$ cat src/rdsc_pkg.sv
// Shared types, constants and the digit character map for the radix digit string converter.
// No dependencies; imported by every module of the block.
package rdsc_pkg;

    localparam int VALUE_W      = 64;
    localparam int CHAR_W       = 7;
    localparam int RADIX_W      = 7;
    localparam int STORE_DEPTH  = 64;
    localparam int STORE_AW     = 6;
    localparam int CNT_W        = 7;
    localparam int BITS_PER_CYC = 8;

    localparam logic [RADIX_W-1:0] RADIX_RESET = 7'd10;
    localparam logic [RADIX_W-1:0] RADIX_MIN   = 7'd2;

    localparam logic [CHAR_W-1:0] CH_DIGIT   = 7'd48;
    localparam logic [CHAR_W-1:0] CH_UPPER   = 7'd65;
    localparam logic [CHAR_W-1:0] CH_LOWER   = 7'd97;
    localparam logic [CHAR_W-1:0] CH_PUNCT_A = 7'd41;
    localparam logic [CHAR_W-1:0] CH_PUNCT_B = 7'd58;
    localparam logic [CHAR_W-1:0] CH_PUNCT_C = 7'd91;
    localparam logic [CHAR_W-1:0] CH_PUNCT_D = 7'd123;

    typedef struct packed {
        logic [VALUE_W-1:0] value;
        logic               is_zero;
    } t_item;

    function automatic logic [CHAR_W-1:0] char_of(input logic [CHAR_W-1:0] d);
        logic [CHAR_W-1:0] c;
        case (d) inside
            [7'd0:7'd9]:   c = CH_DIGIT + d;
            [7'd10:7'd35]: c = CH_UPPER + (d - 7'd10);
            [7'd36:7'd61]: c = CH_LOWER + (d - 7'd36);
            [7'd62:7'd68]: c = CH_PUNCT_A + (d - 7'd62);
            [7'd69:7'd75]: c = CH_PUNCT_B + (d - 7'd69);
            [7'd76:7'd81]: c = CH_PUNCT_C + (d - 7'd76);
            default:       c = CH_PUNCT_D + (d - 7'd82);
        endcase
        return c;
    endfunction

endpackage

$ cat src/rdsc_front.sv
// Front stage: input register, masks the number to NUM_WIDTH bits and flags zero.
// Depends on rdsc_pkg.
module rdsc_front #(
    parameter int NUM_WIDTH = 64
) (
    input  logic                         i_clk,
    input  logic                         i_rst_n,
    input  logic                         i_valid,
    output logic                         o_ready,
    input  logic [rdsc_pkg::VALUE_W-1:0] i_value,
    output logic                         o_push,
    output rdsc_pkg::t_item              o_item,
    input  logic                         i_full
);
    import rdsc_pkg::*;

    localparam logic [VALUE_W-1:0] MASK = {VALUE_W{1'b1}} >> (VALUE_W - NUM_WIDTH);

    logic               r_valid, n_valid;
    t_item              r_item;
    logic [VALUE_W-1:0] w_masked;
    logic               w_accept;

    assign w_masked = i_value & MASK;
    assign o_push   = r_valid && !i_full;
    assign o_ready  = !r_valid || !i_full;
    assign w_accept = i_valid && o_ready;
    assign o_item   = r_item;

    always_comb begin
        n_valid = r_valid;
        if (w_accept) begin
            n_valid = 1'b1;
        end else if (o_push) begin
            n_valid = 1'b0;
        end
    end

    always_ff @(posedge i_clk) begin
        if (!i_rst_n) begin
            r_valid <= 1'b0;
        end else begin
            r_valid <= n_valid;
        end
    end

    always_ff @(posedge i_clk) begin
        if (w_accept) begin
            r_item.value   <= w_masked;
            r_item.is_zero <= (w_masked == '0);
        end
    end

endmodule

$ cat src/rdsc_queue.sv
// Two-entry queue between the front and back stages.
// Depends on rdsc_pkg.
module rdsc_queue (
    input  logic            i_clk,
    input  logic            i_rst_n,
    input  logic            i_push,
    input  rdsc_pkg::t_item i_item,
    output logic            o_full,
    output logic            o_valid,
    input  logic            i_pop,
    output rdsc_pkg::t_item o_item
);
    import rdsc_pkg::*;

    t_item       r_mem [2];
    logic        r_wptr, r_rptr;
    logic [1:0]  r_count, n_count;
    logic        w_push, w_pop;

    assign o_full  = (r_count == 2'd2);
    assign o_valid = (r_count != 2'd0);
    assign w_push  = i_push && !o_full;
    assign w_pop   = i_pop && o_valid;
    assign o_item  = r_mem[r_rptr];

    always_comb begin
        n_count = r_count;
        if (w_push && !w_pop) begin
            n_count = r_count + 2'd1;
        end else if (w_pop && !w_push) begin
            n_count = r_count - 2'd1;
        end
    end

    always_ff @(posedge i_clk) begin
        if (!i_rst_n) begin
            r_wptr  <= 1'b0;
            r_rptr  <= 1'b0;
            r_count <= 2'd0;
        end else begin
            r_count <= n_count;
            if (w_push) begin
                r_wptr <= ~r_wptr;
            end
            if (w_pop) begin
                r_rptr <= ~r_rptr;
            end
        end
    end

    always_ff @(posedge i_clk) begin
        if (w_push) begin
            r_mem[r_wptr] <= i_item;
        end
    end

endmodule

$ cat src/rdsc_back.sv
// Back stage: repeated long division by the radix, eight bits a cycle, digits into a
// 64-entry store, then emission most significant first through an output register.
// Depends on rdsc_pkg.
module rdsc_back #(
    parameter int NUM_WIDTH = 64
) (
    input  logic                         i_clk,
    input  logic                         i_rst_n,
    input  logic                         i_valid,
    output logic                         o_pop,
    input  rdsc_pkg::t_item              i_item,
    input  logic [rdsc_pkg::RADIX_W-1:0] i_radix,
    output logic                         o_tvalid,
    input  logic                         i_tready,
    output logic [rdsc_pkg::CHAR_W-1:0]  o_tdata,
    output logic                         o_tlast
);
    import rdsc_pkg::*;

    localparam int STEPS  = (NUM_WIDTH + BITS_PER_CYC - 1) / BITS_PER_CYC;
    localparam int PAD_W  = STEPS * BITS_PER_CYC;
    localparam int STEP_W = $clog2(STEPS + 1);
    localparam logic [STEP_W-1:0] LAST_STEP = STEP_W'(STEPS - 1);

    localparam logic [1:0] S_IDLE = 2'd0;
    localparam logic [1:0] S_DIV  = 2'd1;
    localparam logic [1:0] S_RD   = 2'd2;
    localparam logic [1:0] S_LOAD = 2'd3;

    logic [1:0]          r_state, n_state;
    logic [PAD_W-1:0]    r_q, n_q;
    logic [RADIX_W-1:0]  r_rem, n_rem;
    logic [STEP_W-1:0]   r_step, n_step;
    logic [CNT_W-1:0]    r_cnt, n_cnt;
    logic [STORE_AW-1:0] r_idx, n_idx;
    logic                r_out_valid, n_out_valid;
    logic [CHAR_W-1:0]   r_out_data, n_out_data;
    logic                r_out_last, n_out_last;

    logic [CHAR_W-1:0]   r_store [STORE_DEPTH];
    logic [CHAR_W-1:0]   r_rd_data;

    logic [PAD_W-1:0]    w_q;
    logic [RADIX_W-1:0]  w_rem;
    logic [RADIX_W:0]    w_t;
    logic                w_ge;
    logic                w_we;
    logic [STORE_AW-1:0] w_waddr;
    logic [CHAR_W-1:0]   w_wdata;

    // restoring division, one quotient bit per step
    always_comb begin
        w_q   = r_q;
        w_rem = r_rem;
        w_t   = '0;
        w_ge  = 1'b0;
        for (int j = 0; j < BITS_PER_CYC; j++) begin
            w_t  = {w_rem, w_q[PAD_W-1]};
            w_ge = (w_t >= {1'b0, i_radix});
            if (w_ge) begin
                w_t = w_t - {1'b0, i_radix};
            end
            w_rem = w_t[RADIX_W-1:0];
            w_q   = {w_q[PAD_W-2:0], w_ge};
        end
    end

    always_comb begin
        n_state     = r_state;
        n_q         = r_q;
        n_rem       = r_rem;
        n_step      = r_step;
        n_cnt       = r_cnt;
        n_idx       = r_idx;
        n_out_valid = r_out_valid && !i_tready;
        n_out_data  = r_out_data;
        n_out_last  = r_out_last;
        o_pop       = 1'b0;
        w_we        = 1'b0;
        w_waddr     = r_cnt[STORE_AW-1:0];
        w_wdata     = char_of(w_rem);
        case (r_state)
            S_IDLE: begin
                if (i_valid) begin
                    o_pop = 1'b1;
                    if (i_item.is_zero) begin
                        w_we    = 1'b1;
                        w_waddr = '0;
                        w_wdata = CH_DIGIT;
                        n_idx   = '0;
                        n_state = S_RD;
                    end else begin
                        n_q     = PAD_W'(i_item.value[NUM_WIDTH-1:0]);
                        n_rem   = '0;
                        n_step  = '0;
                        n_cnt   = '0;
                        n_state = S_DIV;
                    end
                end
            end
            S_DIV: begin
                n_q    = w_q;
                n_rem  = w_rem;
                n_step = r_step + STEP_W'(1);
                if (r_step == LAST_STEP) begin
                    w_we   = 1'b1;
                    n_cnt  = r_cnt + CNT_W'(1);
                    n_rem  = '0;
                    n_step = '0;
                    if (w_q == '0) begin
                        n_idx   = r_cnt[STORE_AW-1:0];
                        n_state = S_RD;
                    end
                end
            end
            S_RD: begin
                n_state = S_LOAD;
            end
            S_LOAD: begin
                if (!r_out_valid || i_tready) begin
                    n_out_valid = 1'b1;
                    n_out_data  = r_rd_data;
                    n_out_last  = (r_idx == '0);
                    if (r_idx == '0) begin
                        n_state = S_IDLE;
                    end else begin
                        n_idx   = r_idx - STORE_AW'(1);
                        n_state = S_RD;
                    end
                end
            end
            default: begin
                n_state = S_IDLE;
            end
        endcase
    end

    always_ff @(posedge i_clk) begin
        if (!i_rst_n) begin
            r_state     <= S_IDLE;
            r_step      <= '0;
            r_cnt       <= '0;
            r_idx       <= '0;
            r_out_valid <= 1'b0;
        end else begin
            r_state     <= n_state;
            r_step      <= n_step;
            r_cnt       <= n_cnt;
            r_idx       <= n_idx;
            r_out_valid <= n_out_valid;
        end
    end

    always_ff @(posedge i_clk) begin
        r_q        <= n_q;
        r_rem      <= n_rem;
        r_out_data <= n_out_data;
        r_out_last <= n_out_last;
    end

    always_ff @(posedge i_clk) begin
        if (w_we) begin
            r_store[w_waddr] <= w_wdata;
        end
        r_rd_data <= r_store[r_idx];
    end

    assign o_tvalid = r_out_valid;
    assign o_tdata  = r_out_data;
    assign o_tlast  = r_out_last;

endmodule

$ cat src/radix_digit_string_converter_core.sv
// Radix digit string converter: top level with radix register, front, queue and back.
// The back stage divides by the radix for each digit, eight bits per divider step, then reads
// the digits back from the store and loads each one into the output register.
// It takes a new item only from idle, once the last digit is loaded; two queued, one in front.
// Reset (synchronous, active low) empties all stages and sets the radix to 10.
module radix_digit_string_converter_core #(
    parameter int NUM_WIDTH = 64,
    parameter int MAX_RADIX = 86
) (
    input  logic        i_clk,
    input  logic        i_rst_n,
    input  logic        i_cfg_wen,
    input  logic [6:0]  i_cfg_wdata,
    input  logic        s_axis_tvalid,
    output logic        s_axis_tready,
    input  logic [63:0] s_axis_tdata,   // [63:0] value
    output logic        m_axis_tvalid,
    input  logic        m_axis_tready,
    output logic [7:0]  m_axis_tdata,   // [6:0] digit_char, [7] zero
    output logic        m_axis_tlast
);
    import rdsc_pkg::*;

    localparam logic [RADIX_W-1:0] RADIX_MAX = RADIX_W'(MAX_RADIX);

    logic [RADIX_W-1:0] r_radix;
    logic               w_cfg_ok;
    logic               w_push, w_full, w_qvalid, w_pop;
    t_item              w_front_item, w_queue_item;
    logic [CHAR_W-1:0]  w_char;

    assign w_cfg_ok = i_cfg_wen && (i_cfg_wdata >= RADIX_MIN) && (i_cfg_wdata <= RADIX_MAX);

    always_ff @(posedge i_clk) begin
        if (!i_rst_n) begin
            r_radix <= RADIX_RESET;
        end else if (w_cfg_ok) begin
            r_radix <= i_cfg_wdata;
        end
    end

    rdsc_front #(
        .NUM_WIDTH (NUM_WIDTH)
    ) u_front (
        .i_clk   (i_clk),
        .i_rst_n (i_rst_n),
        .i_valid (s_axis_tvalid),
        .o_ready (s_axis_tready),
        .i_value (s_axis_tdata),
        .o_push  (w_push),
        .o_item  (w_front_item),
        .i_full  (w_full)
    );

    rdsc_queue u_queue (
        .i_clk   (i_clk),
        .i_rst_n (i_rst_n),
        .i_push  (w_push),
        .i_item  (w_front_item),
        .o_full  (w_full),
        .o_valid (w_qvalid),
        .i_pop   (w_pop),
        .o_item  (w_queue_item)
    );

    rdsc_back #(
        .NUM_WIDTH (NUM_WIDTH)
    ) u_back (
        .i_clk    (i_clk),
        .i_rst_n  (i_rst_n),
        .i_valid  (w_qvalid),
        .o_pop    (w_pop),
        .i_item   (w_queue_item),
        .i_radix  (r_radix),
        .o_tvalid (m_axis_tvalid),
        .i_tready (m_axis_tready),
        .o_tdata  (w_char),
        .o_tlast  (m_axis_tlast)
    );

    assign m_axis_tdata = {1'b0, w_char};

    a_radix_range: assert property (@(posedge i_clk) disable iff (!i_rst_n)
        (r_radix >= RADIX_MIN) && (r_radix <= RADIX_MAX))
        else $error("radix register out of range");

    a_bad_cfg_ignored: assert property (@(posedge i_clk) disable iff (!i_rst_n)
        (i_cfg_wen && ((i_cfg_wdata < RADIX_MIN) || (i_cfg_wdata > RADIX_MAX)))
        |=> (r_radix == $past(r_radix)))
        else $error("out-of-range radix write took effect");

    a_char_range: assert property (@(posedge i_clk) disable iff (!i_rst_n)
        m_axis_tvalid |-> (!m_axis_tdata[7] && (m_axis_tdata[6:0] >= CH_PUNCT_A)))
        else $error("digit character outside the map");

    a_pop_only_valid: assert property (@(posedge i_clk) disable iff (!i_rst_n)
        w_pop |-> w_qvalid)
        else $error("back stage took from an empty queue");

endmodule
$ cat config.mk
export PLATFORM = sky130hd
export DESIGN_NAME = radix_digit_string_converter_core
export DESIGN_NICKNAME = d
export VERILOG_FILES = /design/src/rdsc_pkg.sv /design/src/rdsc_front.sv /design/src/rdsc_queue.sv /design/src/rdsc_back.sv /design/src/radix_digit_string_converter_core.sv
export SDC_FILE = /design/constraint.sdc
export NUM_CORES = 1
export LEC_CHECK = 0
export ABC_AREA = 1
export BUFFER_PORTS_ARGS = -buffer_cell sky130_fd_sc_hd__clkbuf_2
export CAP_MARGIN = 20
export CORE_MARGIN = 2
export CORE_UTILIZATION = 49
export CTS_BUF_LIST = sky130_fd_sc_hd__clkbuf_8
export CTS_CLUSTER_DIAMETER = 60
export DETAILED_ROUTE_END_ITERATION = 12
export PLACE_DENSITY = 0.68
export SKIP_CTS_REPAIR_TIMING = 1
export SYNTH_ARGS = -nofsm -noshare
export SYNTH_HDL_FRONTEND = slang
export SYNTH_SLANG_ARGS = --single-unit
$ cat constraint.sdc
create_clock -name i_clk -period 18.5 [get_ports i_clk]
set_clock_uncertainty 0.05 [all_clocks]
set_input_delay 0.925 -clock i_clk [delete_from_list [all_inputs] [get_ports i_clk]]
set_output_delay 0.925 -clock i_clk [all_outputs]
set_load 0.02 [all_outputs]
* Yosys cells after proc, flatten, opt, wreduce, memory -nomap -nowiden
Memories as Yosys holds them, arrays and structs flattened. A register that Yosys moved wholly into a read port is not among the register bits. Cells that the tools add are included.
Storage, ports and cells: output and inout port bits 11, memories kept 2, bits in registers 176, bits of input ports 76, word-level logic and storage cells 182, bits in writable memories 578
Memory list:
- u_back.r_store | depth 64, bits a word 7, rd ports 1, clocked after Yosys merged registers in 1, write ports 1, RTL line rdsc_back.sv:40 | logic [CHAR_W-1:0] r_store [STORE_DEPTH];
- u_queue.r_mem | depth 2, bits a word 65, rd ports 1, clocked after Yosys merged registers in 1, write ports 1, RTL line rdsc_queue.sv:15 | t_item r_mem [2];
Cells by class: $add $sub $neg 26, eq/ne operators 12, magnitude comparators 22, bitwise operators 2, multiplexer cells 65, reduce and logical (&&, ||, !) cells 37
Operators with widths (count):
- $mux 7 | 21
- $logic_not 64->1 | 2
- $mux 64 | 2
- $pmux 64 s2 | 1
- $ge 8x7->1 | 8
- $sub 7x7->7 | 8
- $mux 6 | 9
- $add 7x7->7 const A | 4
- $le 7x7->1 const B | 4
- $pmux 7 s2 | 2
- $add 6x7->7 const A | 3
- $sub 7x7->7 const B | 3
- $pmux 6 s3 | 1
- $mux 2 | 8
- $logic_and 1x1->1 | 15
- $mux 1 | 15
- $ge 7x6->1 const B | 2
- $ge 7x7->1 const B | 2
- $le 7x6->1 const B | 2
- $sub 7x6->7 const B | 2
- $mux 4 | 3
- $ne 2x1->1 const B | 4
- $pmux 2 s4 | 1
- $pmux 4 s2 | 1
- other kinds (26) | 41

* Logic depth before layout (Yosys ltp)
word-level depth 27, depth in mapped cells 113, mapped depth without buffers 110

* Modules after synthesis
From an unflattened synthesis, not the netlist that was laid out.
Unflattened totals: cell total of the unflattened synthesis 3008, area, all modules 34483.1 µm²
Modules (own cells, without submodules):
- rdsc_back | instances 1, cells each 2559, seq. area each 16345.7 µm², area each 26616.8 µm²
- rdsc_queue | instances 1, cells each 239, seq. area each 4003.8 µm², area each 5141.2 µm²
- rdsc_front | instances 1, cells each 147, seq. area each 1971.9 µm², area each 2307.2 µm²
- radix_digit_string_converter_core | instances 1, cells each 63, seq. area each 140.1 µm², area each 417.9 µm²

* Worst setup path after synthesis
OpenSTA, ideal clock, no wires.
kind reg2reg, from register r_radix[1], to memory u_back.r_store[0][2], data pin, data required time 17.902 ns, clock period less this slack 16.723 ns, path slack 1.777 ns, path buffers 3, data arrival time 16.124 ns, cell stages (with the launch flop) 106, cells stage by stage dfxtp_1 -> inv_1 -> fa_1 -> nand2_1 -> nand2_1 -> nand2_1 -> nand2_2 -> nand2_4 -> nand2_8 -> inv_2 -> nand2_1 -> nand2_1 -> inv_1 -> fa_1 -> inv_1 -> nand2_1 -> nand3_1 -> a21oi_2 -> [70 not listed] -> o311ai_0 -> inv_1 -> nand3_4 -> buf_6 -> nand2_1 -> nand2_4 -> inv_2 -> ha_1 -> inv_1 -> nor2_1 -> nand2_1 -> nand2_1 -> nand3_2 -> o211ai_1 -> o21ai_1 -> nor2_1 -> o21ai_1 -> a21oi_1
On the way: cells in the longest elaborated chain, start to end 27, elaborated cells on any way between the ends 64
RTL lines:
- from (decl) | RTL line radix_digit_string_converter_core.sv:26 | logic [RADIX_W-1:0] r_radix;
- from (signal assigned) | RTL line radix_digit_string_converter_core.sv:38 | r_radix <= i_cfg_wdata;
- $sub 7x7->7 / $ge 8x7->1 (equally long branches) | RTL line rdsc_back.sv:61, rdsc_back.sv:59
- $mux 7 | RTL line rdsc_back.sv:60 | if (w_ge) begin
- $sub 7x7->7 / $ge 8x7->1 (equally long branches) | RTL line rdsc_back.sv:61, rdsc_back.sv:59
- $mux 7 | RTL line rdsc_back.sv:60
- $sub 7x7->7 / $ge 8x7->1 (equally long branches) | RTL line rdsc_back.sv:61, rdsc_back.sv:59
- $mux 7 | RTL line rdsc_back.sv:60
- $sub 7x7->7 / $ge 8x7->1 (equally long branches) | RTL line rdsc_back.sv:61, rdsc_back.sv:59
- $mux 7 | RTL line rdsc_back.sv:60
- [8 not listed]
- named net u_back.w_t[5] | RTL line rdsc_back.sv:45 | logic [RADIX_W:0] w_t;
- $ge 7x7->1 (implied by the code) / $le 7x7->1 (equally long branches) | RTL line rdsc_back.sv:81 | w_wdata = char_of(w_rem);
- $logic_and 1x1->1 (implied by the code) | RTL line rdsc_back.sv:81
- $mux 7 (5 in a row) | RTL line rdsc_pkg.sv:31 | case (d) inside
- $mux 7 (*) | RTL line rdsc_pkg.sv:31
- $mux 7 | RTL line rdsc_back.sv:86 | if (i_item.is_zero) begin
- $mux 7 | RTL line rdsc_back.sv:84 | if (i_valid) begin
- $mux 7 (*) | RTL line rdsc_back.sv:82 | case (r_state)
- named net u_back.w_wdata[2] | RTL line rdsc_back.sv:49 | logic [CHAR_W-1:0] w_wdata;
- to (decl) | RTL line rdsc_back.sv:40
Mark *: on every way through the listed nets, which the timed path passes. The rest lies on a longest branch.

* Worst setup path in the final report
from register r_radix[0], to memory u_back.r_store[30][4], data pin
Same word-level chain as after synthesis.

==> metrics <==
outcome finished clean; FP Rows 96; DIE HEIGHT 266.7 µm; share of layout cells above drive strength 1 0.1177; Post-synth EDFFs a little over 700; Critical Path Sink u_back.r_store[30][4]; Avg Inst Size Synth approximately 11 µm²; Critical Path AT 17380 ps; vias in the first global route 22860; Post-Synth XOR/XNOR Area 0.01114; Synthesis Warnings 0; Final setup viols 0; mux share of post-synthesis cell area 0.002368; DRT antenna net count 0; Finished Layout Cells 4052; Slowest-stage cell, CP fa_1; Synth Area in Adders 0.02990; Clock Tree Root clkbuf_8; Via density 5.761; critical path class reg2reg; period utilisation layout 0.9205; Starting Density 0.4939; most common cell in the netlist edfxtp_1; Num Clock Sinks about 760; Hold Violations, Final 0; Die ar. around 70000 µm²; Post-Syn Instances 2967; GRT Util Overall 0.2289; max cap viols 0; startpoint types flip-flop; clk slew on worst S/H paths 70 ps; CP endpoint kind flip-flop; CP Max Fanout 64; clock buffer depth 3; Simple-Gate Fraction of Synth Area 0.1371; area of the multi-input gates ~10000 µm²; Synth cell types 62; Post-Place Cells roughly 3800; R2R Path Start r_radix[0]; total vias in the final route 23350; Worst path max stage delay 460 ps; I/O pin count between 80 and 90; RSZ-0062 raised after global routing false; Synth async-reset ratio 0; largest family of logic cells by synthesized area simple AND/OR/NAND/NOR gates; reg2reg setup slack 1470 ps; first-pass GRT wire length 126.4 mm; fill count approximately 5600; pre-CTS WS 549.5 ps; Tightest Pin Transition 1131 ps; TritonCTS clock tree yes; latest clock arrival within the worst-skew pair 750 ps; Critical Path RT around 19000 ps; PortBufs 85; htree depth 3; worst flop-to-flop path endpoint u_back.r_store[30][4]; initial antenna violation count 3; Rel. slew slack 0.2460; top cell type's share of synthesized area 0.6412; Crit. Startpoint r_radix[0]; Core ar. 68470 µm²; minimum clock period after layout 17030 ps; highest clock rate 58.72 MHz; Synth Area in Compound Gates 0.1110; routed wire length 82.31 mm; DRT iter0 DRCs about 2300; setup_tns 0 ps; register area 22480 µm²; Synth Flop Type edfxtp_1; syn_nets 3119; layout overhead on the synthesized area 10.80%; pin count of the biggest net entering global routing approximately 150; Die W between 200 and 300 µm; commonest cells in the netlist edfxtp_1, nand2_1, nor2_1; Critical Path Most Common Cell nand2_1; Slew Limit Fails 0; Synth Cell Area 33810 µm²; DRC 0; Nets between 3000 and 4000; top post-synthesis cells by area edfxtp_1, o21ai_0, nand2_1; Initial DRT Pass Iterations 8; Reg2Reg Depth roughly 110; RePlAce Congestion 0.8862; WL per Instance approximately 20 µm; fin worst setup slack 1471 ps; clock buffer count from CTS 114; #FFs+latches synth 761; Synth area leader edfxtp_1; grt total ovfl 0; Hold WC Path Type in2reg; sequential cell area fraction in the yosys report 0.6643; Post-DP HPWL 52.12 mm
[worst min-delay path by stage]
stage                                    from  slack [ps]            endpoint  depth (start not counted)
after floorplan           u_back.r_rd_data[0]         340   u_back.o_tdata[0]                          0
after global placement    u_back.r_rd_data[5]         340   u_back.o_tdata[5]                          0
after detailed placement  u_back.r_rd_data[1]         340   u_back.o_tdata[1]                          0
after CTS                    s_axis_tdata[30]         260  u_front.o_item[31]                          1
after global routing         s_axis_tdata[30]         290  u_front.o_item[31]                          1
final                        s_axis_tdata[30]         320  u_front.o_item[31]                          1
[kinds of logic after synthesis]
family	Yosys count
XOR/XNOR	43
adder cells (fa/ha/maj)	76
AND/OR/NAND/NOR	1050
AO/OA/AOI/OAI	645
buffers and inverters	383
flip-flops	761
other	1
multiplexers	8
[flip-flops by register name, indices dropped and copies added, names as in the netlist, 2 cells and up, named ones only]
| signal | flops |
|---|---|
| u_back.r_store | 448 |
| u_front.o_item | 65 |
| u_back.r_q | 64 |
| u_back.r_cnt | 6 |
| u_back.r_step | 4 |
| u_back.r_rd_data | 7 |
| u_back.r_state | 2 |
| u_back.o_tdata | 7 |
| u_back.r_idx | 6 |
| u_queue.r_mem | 130 |
| u_queue.r_count | 2 |
| u_back.r_rem | 7 |
| r_radix | 7 |
[placed cells by master (no fill, tap or decap), drive strengths merged, types with 4 or more instances in the layout]
master	synthesis	layout
nand4	54	54
inv	244	285
clkinvlp	0	4
o21bai	4	4
mux2i	8	8
nor4	28	28
clkbuf	118	202
a21oi	68	69
edfxtp	722	722
buf	12	38
a21o	4	4
o221ai	39	39
a31oi	8	8
xor2	24	24
nor2	388	389
nor3	19	19
clkinv	9	49
o211ai	46	46
o21ai	381	381
bufinv	0	4
xnor2	19	19
fa	8	8
nand2	436	436
or2	5	5
nand3	114	114
o22ai	77	77
ha	68	68
dfxtp	39	39
[per-layer routing]
layer | part of all wire | global-route usage
met1 | 0.42 | 0.3104
met2 | 0.47 | 0.3697
met3 | 0.082 | 0.03626
met4 | 0.030 | 0.09414
met5 | 0 | 0
[metrics by stage]
step	cell area, µm²	utilization	hold WS, ps
finish	37470	0.5472	318.7
floorplan	33810	-	335.5
global placement	35180	0.5138	340.5
detailed placement	35180	0.5138	339.5
global route	37460	0.5472	288.3
CTS	37310	0.5449	256.6
[layout make-up]
cell class              count  area share
repair buffers            124     0.02034
flip-flops and latches    761      0.5999
clock inverters            89     0.01413
inverters                 253     0.02575
well taps                 882     0.02945
clock buffers             116     0.04261
diodes                      2   0.0001336
multi-input cells        1825      0.2677
[worst max-delay path, delay by kind of cell (launching register included)]
family	cells	cell delay [ps]
compound gates	25	4270
buf+inv	20	2460
fa+ha+maj	10	3540
flops	1	400
simple gates	53	5890
Power is left out: the tool's default activity adds up to more than one toggle a clock period on the data nets, which glitch-free logic cannot reach.
